--- src/assert_macros.svh ---
// Assertion macros shared by the RTL files of the IR transmitter.
`ifndef ASSERT_MACROS_SVH
`define ASSERT_MACROS_SVH
`ifndef SYNTH
// Same-cycle implication, checked at every rising edge outside reset.
`define ASSERT_IMP(lbl, clk, rst_n, ante, cons, msg) \
	lbl: assert property (@(posedge clk) disable iff (!(rst_n)) (ante) |-> (cons)) \
		else $error(msg);
// Next-cycle implication, checked at every rising edge outside reset.
`define ASSERT_NXT(lbl, clk, rst_n, ante, cons, msg) \
	lbl: assert property (@(posedge clk) disable iff (!(rst_n)) (ante) |=> (cons)) \
		else $error(msg);
`else
`define ASSERT_IMP(lbl, clk, rst_n, ante, cons, msg)
`define ASSERT_NXT(lbl, clk, rst_n, ante, cons, msg)
`endif
`endif

--- src/ipdt_pkg.sv ---
// Shared types and constants of the pulse-distance IR transmitter.
package ipdt_pkg;

	// Waveform phases.
	localparam logic [1:0] PH_IDLE = 2'd0;
	localparam logic [1:0] PH_HIGH = 2'd1;
	localparam logic [1:0] PH_LOW  = 2'd2;
	localparam logic [1:0] PH_GAP  = 2'd3;

	// Configuration register indexes.
	localparam int CFG_IDX_W = 3;
	localparam int CFG_DATA_W = 16;
	localparam logic [CFG_IDX_W-1:0] CFG_CARRIER_HALF = 3'd0;
	localparam logic [CFG_IDX_W-1:0] CFG_START_BURST  = 3'd1;
	localparam logic [CFG_IDX_W-1:0] CFG_BIT_BURST    = 3'd2;
	localparam logic [CFG_IDX_W-1:0] CFG_START_GAP    = 3'd3;
	localparam logic [CFG_IDX_W-1:0] CFG_ZERO_GAP     = 3'd4;
	localparam logic [CFG_IDX_W-1:0] CFG_ONE_GAP      = 3'd5;

	// Reset values of the configuration registers.
	localparam logic [7:0]  RST_CARRIER_HALF = 8'd46;
	localparam logic [7:0]  RST_START_BURST  = 8'd171;
	localparam logic [7:0]  RST_BIT_BURST    = 8'd21;
	localparam logic [15:0] RST_START_GAP    = 16'd36000;
	localparam logic [15:0] RST_ZERO_GAP     = 16'd4480;
	localparam logic [15:0] RST_ONE_GAP      = 16'd13520;

	// Symbol counter width; holds the data bits plus the start symbol.
	localparam int BITS_LEFT_W = 6;
	localparam int CODE_W = 32;

	typedef struct packed {
		logic [7:0]  carrier_half_ticks;
		logic [7:0]  start_burst_cycles;
		logic [7:0]  bit_burst_cycles;
		logic [15:0] start_gap_ticks;
		logic [15:0] zero_gap_ticks;
		logic [15:0] one_gap_ticks;
	} cfg_t;

	typedef struct packed {
		logic led_on;
		logic busy_res;
		logic load_rejected;
	} res_t;

endpackage

--- src/ipdt_if.sv ---
// Valid/ready channel interfaces for the transmitter's item and result streams.
interface ipdt_in_if;
	logic        valid;
	logic        ready;
	logic        mode;
	logic [31:0] code;

	modport source (output valid, output mode, output code, input ready);
	modport sink (input valid, input mode, input code, output ready);
endinterface

interface ipdt_out_if;
	logic valid;
	logic ready;
	logic led_on;
	logic busy_res;
	logic load_rejected;

	modport source (output valid, output led_on, output busy_res, output load_rejected,
		input ready);
	modport sink (input valid, input led_on, input busy_res, input load_rejected,
		output ready);
endinterface

--- src/ipdt_cfg_regs.sv ---
// Configuration register bank of the IR transmitter.
module ipdt_cfg_regs
	import ipdt_pkg::*;
(
	input  logic                  clk,
	input  logic                  arst_n,
	input  logic                  cfg_we,
	input  logic [CFG_IDX_W-1:0]  cfg_index,
	input  logic [CFG_DATA_W-1:0] cfg_wdata,
	output cfg_t                  cfg
);

	cfg_t cfg_q;

	// Register writes; indexes beyond the list are dropped.
	always_ff @(posedge clk or negedge arst_n) begin
		if (!arst_n) begin
			cfg_q.carrier_half_ticks <= RST_CARRIER_HALF;
			cfg_q.start_burst_cycles <= RST_START_BURST;
			cfg_q.bit_burst_cycles   <= RST_BIT_BURST;
			cfg_q.start_gap_ticks    <= RST_START_GAP;
			cfg_q.zero_gap_ticks     <= RST_ZERO_GAP;
			cfg_q.one_gap_ticks      <= RST_ONE_GAP;
		end else if (cfg_we) begin
			case (cfg_index)
				CFG_CARRIER_HALF: cfg_q.carrier_half_ticks <= cfg_wdata[7:0];
				CFG_START_BURST:  cfg_q.start_burst_cycles <= cfg_wdata[7:0];
				CFG_BIT_BURST:    cfg_q.bit_burst_cycles   <= cfg_wdata[7:0];
				CFG_START_GAP:    cfg_q.start_gap_ticks    <= cfg_wdata;
				CFG_ZERO_GAP:     cfg_q.zero_gap_ticks     <= cfg_wdata;
				CFG_ONE_GAP:      cfg_q.one_gap_ticks      <= cfg_wdata;
				default: ;
			endcase
		end
	end

	assign cfg = cfg_q;

endmodule

--- src/ipdt_core.sv ---
// Input stage and waveform state machine of the IR transmitter.
`include "assert_macros.svh"
module ipdt_core
	import ipdt_pkg::*;
#(
	parameter int CODE_BITS = 32
) (
	input  logic              clk,
	input  logic              arst_n,
	input  cfg_t              cfg,
	input  logic              in_valid,
	output logic              in_ready,
	input  logic              in_mode,
	input  logic [CODE_W-1:0] in_code,
	input  logic              space,
	output logic              push,
	output res_t              res
);

	localparam logic [BITS_LEFT_W-1:0] FRAME_SYMBOLS = BITS_LEFT_W'(CODE_BITS + 1);

	// Input stage.
	logic              valid_s1;
	logic              mode_s1;
	logic [CODE_W-1:0] code_s1;

	// Waveform state.
	logic [CODE_BITS-1:0]   code_q;
	logic [BITS_LEFT_W-1:0] bits_q;
	logic [1:0]             phase_q;
	logic [7:0]             bursts_q;
	logic [7:0]             half_q;
	logic [15:0]            gap_q;
	logic                   led_q;

	logic [CODE_BITS-1:0]   n_code;
	logic [BITS_LEFT_W-1:0] n_bits;
	logic [1:0]             n_phase;
	logic [7:0]             n_bursts;
	logic [7:0]             n_half;
	logic [15:0]            n_gap;
	logic                   n_led;
	logic                   n_rej;

	logic        fire;
	logic [7:0]  half_inc;
	logic        half_done;
	logic        in_start;
	logic [15:0] gap_target;
	logic [16:0] gap_inc;
	logic        gap_done;

	assign fire     = valid_s1 && space;
	assign in_ready = !valid_s1 || space;
	assign push     = fire;

	// Hold the accepted item until the result queue has room.
	always_ff @(posedge clk or negedge arst_n) begin
		if (!arst_n) begin
			valid_s1 <= 1'b0;
		end else if (in_valid && in_ready) begin
			valid_s1 <= 1'b1;
		end else if (fire) begin
			valid_s1 <= 1'b0;
		end
	end

	always_ff @(posedge clk) begin
		if (in_valid && in_ready) begin
			mode_s1 <= in_mode;
			code_s1 <= in_code;
		end
	end

	// Carrier half period and gap comparisons; a zero register acts as one.
	assign half_inc   = half_q + 8'd1;
	assign half_done  = (half_inc >= cfg.carrier_half_ticks) || (half_inc == 8'd0);
	assign in_start   = (bits_q == FRAME_SYMBOLS);
	assign gap_target = in_start ? cfg.start_gap_ticks :
		(code_q[CODE_BITS-1] ? cfg.one_gap_ticks : cfg.zero_gap_ticks);
	assign gap_inc    = {1'b0, gap_q} + 17'd1;
	assign gap_done   = (gap_inc >= {1'b0, gap_target});

	// Next state for a load or a tick.
	always_comb begin
		n_code   = code_q;
		n_bits   = bits_q;
		n_phase  = phase_q;
		n_bursts = bursts_q;
		n_half   = half_q;
		n_gap    = gap_q;
		n_led    = led_q;
		n_rej    = 1'b0;
		if (mode_s1) begin
			if (phase_q != PH_IDLE) begin
				n_rej = 1'b1;
			end else begin
				n_code   = code_s1[CODE_BITS-1:0];
				n_bits   = FRAME_SYMBOLS;
				n_bursts = cfg.start_burst_cycles;
				n_half   = 8'd0;
				n_gap    = 16'd0;
				n_led    = 1'b0;
				n_phase  = PH_HIGH;
			end
		end else begin
			case (phase_q)
				PH_HIGH: begin
					n_led = 1'b1;
					if (half_done) begin
						n_half  = 8'd0;
						n_phase = PH_LOW;
					end else begin
						n_half = half_inc;
					end
				end
				PH_LOW: begin
					n_led = 1'b0;
					if (half_done) begin
						n_half = 8'd0;
						if (bursts_q <= 8'd1) begin
							n_bursts = 8'd0;
							n_gap    = 16'd0;
							n_phase  = PH_GAP;
						end else begin
							n_bursts = bursts_q - 8'd1;
							n_phase  = PH_HIGH;
						end
					end else begin
						n_half = half_inc;
					end
				end
				PH_GAP: begin
					n_led = 1'b0;
					if (gap_done) begin
						n_gap = 16'd0;
						if (!in_start) begin
							n_code = code_q << 1;
						end
						n_bits = bits_q - BITS_LEFT_W'(1);
						if (n_bits == '0) begin
							n_phase = PH_IDLE;
						end else begin
							n_bursts = cfg.bit_burst_cycles;
							n_phase  = PH_HIGH;
						end
					end else begin
						n_gap = gap_inc[15:0];
					end
				end
				default: begin
					n_phase = PH_IDLE;
					n_led   = 1'b0;
				end
			endcase
		end
	end

	// State update on each processed item.
	always_ff @(posedge clk or negedge arst_n) begin
		if (!arst_n) begin
			code_q   <= '0;
			bits_q   <= '0;
			phase_q  <= PH_IDLE;
			bursts_q <= 8'd0;
			half_q   <= 8'd0;
			gap_q    <= 16'd0;
			led_q    <= 1'b0;
		end else if (fire) begin
			code_q   <= n_code;
			bits_q   <= n_bits;
			phase_q  <= n_phase;
			bursts_q <= n_bursts;
			half_q   <= n_half;
			gap_q    <= n_gap;
			led_q    <= n_led;
		end
	end

	assign res.led_on        = n_led;
	assign res.busy_res      = (n_phase != PH_IDLE);
	assign res.load_rejected = n_rej;

	`ASSERT_IMP(a_idle_no_symbols, clk, arst_n, phase_q == PH_IDLE, bits_q == '0, "idle with symbols left")
	`ASSERT_IMP(a_led_in_burst, clk, arst_n, led_q, phase_q == PH_HIGH || phase_q == PH_LOW, "LED lit outside a burst")
	`ASSERT_NXT(a_reject_holds, clk, arst_n, fire && mode_s1 && phase_q != PH_IDLE, $stable(code_q) && $stable(bits_q) && $stable(phase_q), "rejected load changed state")

endmodule

--- src/ipdt_out_q.sv ---
// Two-entry result queue that decouples the state machine from the receiver.
`include "assert_macros.svh"
module ipdt_out_q
	import ipdt_pkg::*;
(
	input  logic clk,
	input  logic arst_n,
	input  logic push,
	input  res_t din,
	output logic space,
	output logic out_valid,
	input  logic out_ready,
	output res_t dout
);

	res_t       slot0_q;
	res_t       slot1_q;
	logic [1:0] count_q;
	logic       pop;

	assign out_valid = (count_q != 2'd0);
	assign pop       = out_valid && out_ready;
	assign space     = (count_q != 2'd2);
	assign dout      = slot0_q;

	// Occupancy count.
	always_ff @(posedge clk or negedge arst_n) begin
		if (!arst_n) begin
			count_q <= 2'd0;
		end else if (push && !pop) begin
			count_q <= count_q + 2'd1;
		end else if (pop && !push) begin
			count_q <= count_q - 2'd1;
		end
	end

	// Head and second slot; the head always holds the oldest result.
	always_ff @(posedge clk) begin
		if (push && !pop) begin
			if (count_q == 2'd0) begin
				slot0_q <= din;
			end else begin
				slot1_q <= din;
			end
		end else if (pop && !push) begin
			slot0_q <= slot1_q;
		end else if (pop && push) begin
			if (count_q == 2'd1) begin
				slot0_q <= din;
			end else begin
				slot0_q <= slot1_q;
				slot1_q <= din;
			end
		end
	end

	`ASSERT_IMP(a_no_overflow, clk, arst_n, push, count_q != 2'd2, "push into a full queue")
	`ASSERT_IMP(a_count_range, clk, arst_n, 1'b1, count_q != 2'd3, "queue count out of range")
	`ASSERT_NXT(a_drain_full, clk, arst_n, count_q == 2'd2 && pop, count_q == 2'd1, "full queue did not drain")

endmodule

--- src/ir_pulse_distance_transmitter.sv ---
// Top level of the pulse-distance (NEC-style) infrared remote transmitter.
//
// Items arrive on in_ch (valid/ready). mode 1 loads a code and starts a frame
// when idle; mode 0 is one tick of the waveform timebase. Every item yields one
// result on out_ch: the LED level, the busy flag and a flag for a load that
// arrived during a frame and was dropped.
// A frame is a start burst and gap, then CODE_BITS symbols, MSB first, each a
// short carrier burst and a gap whose length encodes the bit.
// Throughput is one item per cycle while the output queue has space. An accepted
// item is registered in the input stage, then its result is written to a
// two-entry output queue and offered on out_ch from the queue head; the input
// stage holds the item while the queue is full.
// The receiver may stall freely: the queue absorbs one extra result and then
// in_ch.ready drops until space returns; no result is lost or repeated.
// Reset puts the registers at their default timing, the waveform idle with
// the LED off, and empties the input stage and the queue.
// Configuration writes through cfg_we/cfg_index/cfg_wdata are registered and take effect once stored.
module ir_pulse_distance_transmitter
	import ipdt_pkg::*;
#(
	parameter int CODE_BITS = 32
) (
	input  logic                  clk,
	input  logic                  arst_n,
	ipdt_in_if.sink               in_ch,
	ipdt_out_if.source            out_ch,
	input  logic                  cfg_we,
	input  logic [CFG_IDX_W-1:0]  cfg_index,
	input  logic [CFG_DATA_W-1:0] cfg_wdata
);

	cfg_t cfg;
	logic space;
	logic push;
	res_t res;
	res_t dout;

	ipdt_cfg_regs u_cfg (
		.clk       (clk),
		.arst_n    (arst_n),
		.cfg_we    (cfg_we),
		.cfg_index (cfg_index),
		.cfg_wdata (cfg_wdata),
		.cfg       (cfg)
	);

	ipdt_core #(
		.CODE_BITS (CODE_BITS)
	) u_core (
		.clk      (clk),
		.arst_n   (arst_n),
		.cfg      (cfg),
		.in_valid (in_ch.valid),
		.in_ready (in_ch.ready),
		.in_mode  (in_ch.mode),
		.in_code  (in_ch.code),
		.space    (space),
		.push     (push),
		.res      (res)
	);

	ipdt_out_q u_out_q (
		.clk       (clk),
		.arst_n    (arst_n),
		.push      (push),
		.din       (res),
		.space     (space),
		.out_valid (out_ch.valid),
		.out_ready (out_ch.ready),
		.dout      (dout)
	);

	assign out_ch.led_on        = dout.led_on;
	assign out_ch.busy_res      = dout.busy_res;
	assign out_ch.load_rejected = dout.load_rejected;

endmodule
--- src/flat_wrapper.sv ---
// flat-port wrapper written by rule: the top's interface ports become plain ports
module ir_pulse_distance_transmitter_flat import ipdt_pkg::*;
#(
	parameter int CODE_BITS = 32
)
  (clk, arst_n, cfg_we, cfg_index, cfg_wdata, in_ch_valid, in_ch_mode, in_ch_code, in_ch_ready, out_ch_valid, out_ch_led_on, out_ch_busy_res, out_ch_load_rejected, out_ch_ready);
  ipdt_in_if in_ch_i ();
  ipdt_out_if out_ch_i ();
  input  logic clk;
  input  logic arst_n;
  input  logic cfg_we;
  input  logic [CFG_IDX_W-1:0] cfg_index;
  input  logic [CFG_DATA_W-1:0] cfg_wdata;
  input wire logic [$bits(in_ch_i.valid)-1:0] in_ch_valid;
  input wire logic [$bits(in_ch_i.mode)-1:0] in_ch_mode;
  input wire logic [$bits(in_ch_i.code)-1:0] in_ch_code;
  output wire logic [$bits(in_ch_i.ready)-1:0] in_ch_ready;
  output wire logic [$bits(out_ch_i.valid)-1:0] out_ch_valid;
  output wire logic [$bits(out_ch_i.led_on)-1:0] out_ch_led_on;
  output wire logic [$bits(out_ch_i.busy_res)-1:0] out_ch_busy_res;
  output wire logic [$bits(out_ch_i.load_rejected)-1:0] out_ch_load_rejected;
  input wire logic [$bits(out_ch_i.ready)-1:0] out_ch_ready;
  assign in_ch_i.valid = in_ch_valid;
  assign in_ch_i.mode = in_ch_mode;
  assign in_ch_i.code = in_ch_code;
  assign in_ch_ready = in_ch_i.ready;
  assign out_ch_valid = out_ch_i.valid;
  assign out_ch_led_on = out_ch_i.led_on;
  assign out_ch_busy_res = out_ch_i.busy_res;
  assign out_ch_load_rejected = out_ch_i.load_rejected;
  assign out_ch_i.ready = out_ch_ready;
  ir_pulse_distance_transmitter #(.CODE_BITS(CODE_BITS)) u_core (.clk(clk), .arst_n(arst_n), .in_ch(in_ch_i), .out_ch(out_ch_i), .cfg_we(cfg_we), .cfg_index(cfg_index), .cfg_wdata(cfg_wdata));
endmodule
--- config.mk ---
export PLATFORM = sky130hd
export DESIGN_NAME = ir_pulse_distance_transmitter_flat
export DESIGN_NICKNAME = d
export VERILOG_FILES = /design/src/ipdt_pkg.sv /design/src/ipdt_if.sv /design/src/ipdt_cfg_regs.sv /design/src/ipdt_core.sv /design/src/ipdt_out_q.sv /design/src/ir_pulse_distance_transmitter.sv /design/src/flat_wrapper.sv
export VERILOG_INCLUDE_DIRS = /design/src /design/src/src
export SDC_FILE = /design/constraint.sdc
export NUM_CORES = 1
export LEC_CHECK = 0
export BUFFER_PORTS_ARGS = -buffer_cell sky130_fd_sc_hd__buf_2
export CAP_MARGIN = 20
export CORE_MARGIN = 8
export CORE_UTILIZATION = 42
export CTS_CLUSTER_DIAMETER = 30
export DETAILED_ROUTE_END_ITERATION = 6
export PLACE_DENSITY = 0.65
export SKIP_LAST_GASP = 1
export SLEW_MARGIN = 30
export SYNTH_ARGS = -nofsm -noshare
export SYNTH_HDL_FRONTEND = slang
export SYNTH_SLANG_ARGS = --single-unit
--- constraint.sdc ---
create_clock -name clk -period 10.5 [get_ports clk]
set_clock_uncertainty 0.2 [all_clocks]
set_input_delay 1.05 -clock clk [delete_from_list [all_inputs] [get_ports clk]]
set_output_delay 1.05 -clock clk [all_outputs]
set_load 0.02 [all_outputs]
==> results.json <==
{
  "status": "finished, final reports clean",
  "clock_latency_ns": 0.43,
  "final_common_cell": "dfrtp_1",
  "crit_type": "reg2reg",
  "max_freq_mhz": 230,
  "dpl-instance-area_mm2": 0.00988,
  "cp_data_arrival_time_ns": 4.46,
  "post_cts_buffers": 0,
  "layout-drive-gt1-share": 0.237,
  "p_leak_nw": 4.57,
  "path_delay_family": "compound AO/OA/AOI/OAI gates",
  "cp.buffers_inverters": 0,
  "grt_pass1_vias": 6193,
  "worstSetupStartpointType": "register",
  "postRouteAntennaNets": 0,
  "synth_cell_types": 67,
  "synth_largest_area_cell": "dfrtp_1",
  "wl_per_cell_um": 16.0,
  "fin_ws_ns": 6.16,
  "powerDensity_mw_per_mm2": 221,
  "area_delta_synth_final_pct": 13.2,
  "internal_power_mw": 1.54,
  "grt_max_degree": 78,
  "rsz0062_at_grt": "false",
  "syn_area_mm2": 0.00928,
  "drc": 0,
  "worst_ep_required_time_ns": 10.62,
  "viasPerCell": 5.28,
  "synth_edf_count": 39,
  "clk_pin_slew_ns": 0.07,
  "path_max_fanout": 12,
  "tightest_slew_ns": 0.796,
  "start_util": 0.426,
  "setup_tns_ns": 0,
  "antenna_found_initial": 1,
  "place_hpwl_um": 13100,
  "peakVddDrop_v": 0.000116,
  "yosys.area.top_type_share": 0.329,
  "dieWidth_um": 165,
  "relSlewSlack": 0.466,
  "syn_nets": 930,
  "seq_area_frac_synth": 0.529,
  "h-tree-depth": 4,
  "avgSynthCellArea_um2": 11.2,
  "portBuffers": 61,
  "drt-initial-drc-count": 432,
  "layout_common_cells": "dfrtp_1 (121), mux2_2 (68), o21ai_0 (67), nand2_1 (67), nor2_1 (63)",
  "synth_flop_cell": "dfrtp_1",
  "synth_top_cells_by_area": "dfrtp_1 (33%), edfxtp_1 (13%), mux2_2 (8.3%), dfstp_2 (7.4%), ha_1 (5.7%)",
  "clk_path_buf_depth": 2,
  "crit_path_top_delay_cell": "a21oi_1",
  "crit_path_end_kind": "register",
  "clock-root-buffer": "clkbuf_16",
  "drv_cap": 0,
  "setup_viol": 0,
  "cts_buffers": 17,
  "syn_inst": 831,
  "p_sw_frac": 0.337,
  "design_area_mm2": 0.0105,
  "path_cells": "ha_1, nand3_2, nor3b_2, nand3_1, xnor2_1, ha_1, nand4_1, nor2_1, o41a_1, o21ai_0, a21oi_1, o21ai_0, a221o_1",
  "holdCritPathClass": "reg2reg",
  "nNetsFinal": 983,
  "grtUsageTotal": 0.145,
  "cp_slowest_stage_delay_ns": 0.67,
  "clkPwrFrac": 0.275,
  "fp.dieH_um": 165,
  "place.gp.congestion": 0.864,
  "cts_resized": 0,
  "yosys_warnings": 0,
  "dieArea_mm2": 0.0271,
  "overflow": 0,
  "coreArea_mm2": 0.0218,
  "switchingPower_mw": 0.782,
  "pwr-share-comb": 0.270,
  "seq_power_share": 0.455,
  "hold_viol_final": 0,
  "synth-async-reset-ratio": 0.791,
  "tritoncts": "done",
  "wl_um": 18800,
  "cts.sinks": 187,
  "min_period_ns": 4.34,
  "finalCritPeriodShare": 0.414,
  "slew_violations": 0,
  "ios": 62,
  "ys_ff_latch": 187,
  "first_pass_iters": 4,
  "rows": 54,
  "ctsHoldBuffers": 0,
  "place_inst": 1144,
  "grt_first_pass_wirelength_um": 31300,
  "pre_cts_slack_ns": 5.82,
  "fin_util": 0.482,
  "vias": 6218,
  "stdcell_count": 1178
}
[worst reg2reg max path: stages, from the launching register on]
cell     delay (ns)
dfrtp_1        0.46
ha_1           0.29
nand3_2        0.16
nor3b_2        0.39
nand3_1        0.16
xnor2_1        0.19
ha_1           0.34
nand4_1        0.09
nor2_1         0.19
o41a_1         0.33
o21ai_0        0.23
a21oi_1        0.67
o21ai_0        0.21
a221o_1        0.33
[state kept, by name (all words and copies together) (netlist names), 3 cells and up]
signal                  cells
u_core.u_cfg.cfg           72
u_core.u_core.code_q       32
u_core.u_core.code_s1      32
u_core.u_core.gap_q        16
u_core.u_core.bursts_q      8
u_core.u_core.half_q        8
u_core.u_core.bits_q        6
u_core.u_out_q.dout         3
u_core.u_out_q.slot1_q      3
[path summary, 6_finish.rpt]
check / from / endpoint / slack, ns / depth (start not counted)
max in group asynchronous: arst_n / u_core.u_core.code_q[31] / 8.51 / 2
setup reg to reg: u_core.u_core.gap_q[0] / u_core.u_core.bursts_q[3] / 6.16 / 13
min in group asynchronous: arst_n / u_core.u_core.code_q[25] / 0.46 / 1
setup / recovery: u_core.u_core.gap_q[0] / u_core.u_core.bursts_q[3] / 6.16 / 13
hold reg to reg: u_core.u_core.code_s1[0] / u_core.u_core.code_q[0] / 0.28 / 1
hold / removal: u_core.u_core.code_s1[0] / u_core.u_core.code_q[0] / 0.28 / 1
[cells in the mapped netlist (16+ instances only)]
library cell and n:
o21ai_0 67, clkbuf_1 26, nand2_1 67, ha_1 42, nor2_1 64, inv_1 33
mux2_2 68, nand3_1 26, a21oi_1 48, dfrtp_1 122, dfstp_2 26, edfxtp_1 39
mux2i_1 48, xnor2_1 16
[area by class of cell]
class,count,area (um2)
clock inverters,15,174
repair buffers,71,390
inverters,33,124
flip-flops and latches,187,4910
clock buffers,17,425
diodes,1,2.50
multi-input cells,574,4120
well taps,280,350
fillers,1954,11300
[cell families (layout without fill, tap and decap cells)]
| family | Yosys count | in the layout | share of synthesized area |
|---|---|---|---|
| adder cells (fa/ha/maj) | 42 | 42 | 0.0567 |
| flip-flops | 187 | 187 | 0.529 |
| XOR/XNOR | 27 | 27 | 0.0255 |
| AO/OA/AOI/OAI | 170 | 170 | 0.113 |
| multiplexers | 116 | 116 | 0.134 |
| AND/OR/NAND/NOR | 219 | 219 | 0.112 |
| other | 0 | 1 | 0 |
| buffers and inverters | 70 | 136 | 0.0301 |
[through the flow]
| step | power, mW | hold WS (ns) |
|---|---|---|
| after detailed placement | 1.70 | 0.266 |
| after CTS | 2.34 | 0.284 |
| final | 2.32 | 0.282 |
| after global routing | 2.48 | 0.304 |
| after global placement | 1.68 | 0.258 |
| after floorplan | 1.53 | 0.233 |
[layer usage]
layer | wire (um) | global-route usage
met5 | 12 | 0
met4 | 224 | 0.0455
met3 | 724 | 0.0302
met2 | 8670 | 0.228
met1 | 9160 | 0.197
[power groups by stage]
| stage | registers (mW) | clock network, mW | logic, mW |
|---|---|---|---|
| after floorplan | 1.03 | 0 | 0.498 |
| after global placement | 1.07 | 0 | 0.615 |
| after detailed placement | 1.07 | 0 | 0.632 |
| after CTS | 1.06 | 0.653 | 0.636 |
| after global routing | 1.08 | 0.681 | 0.716 |
| final | 1.06 | 0.638 | 0.627 |
(Power assumes the default switching activity.)
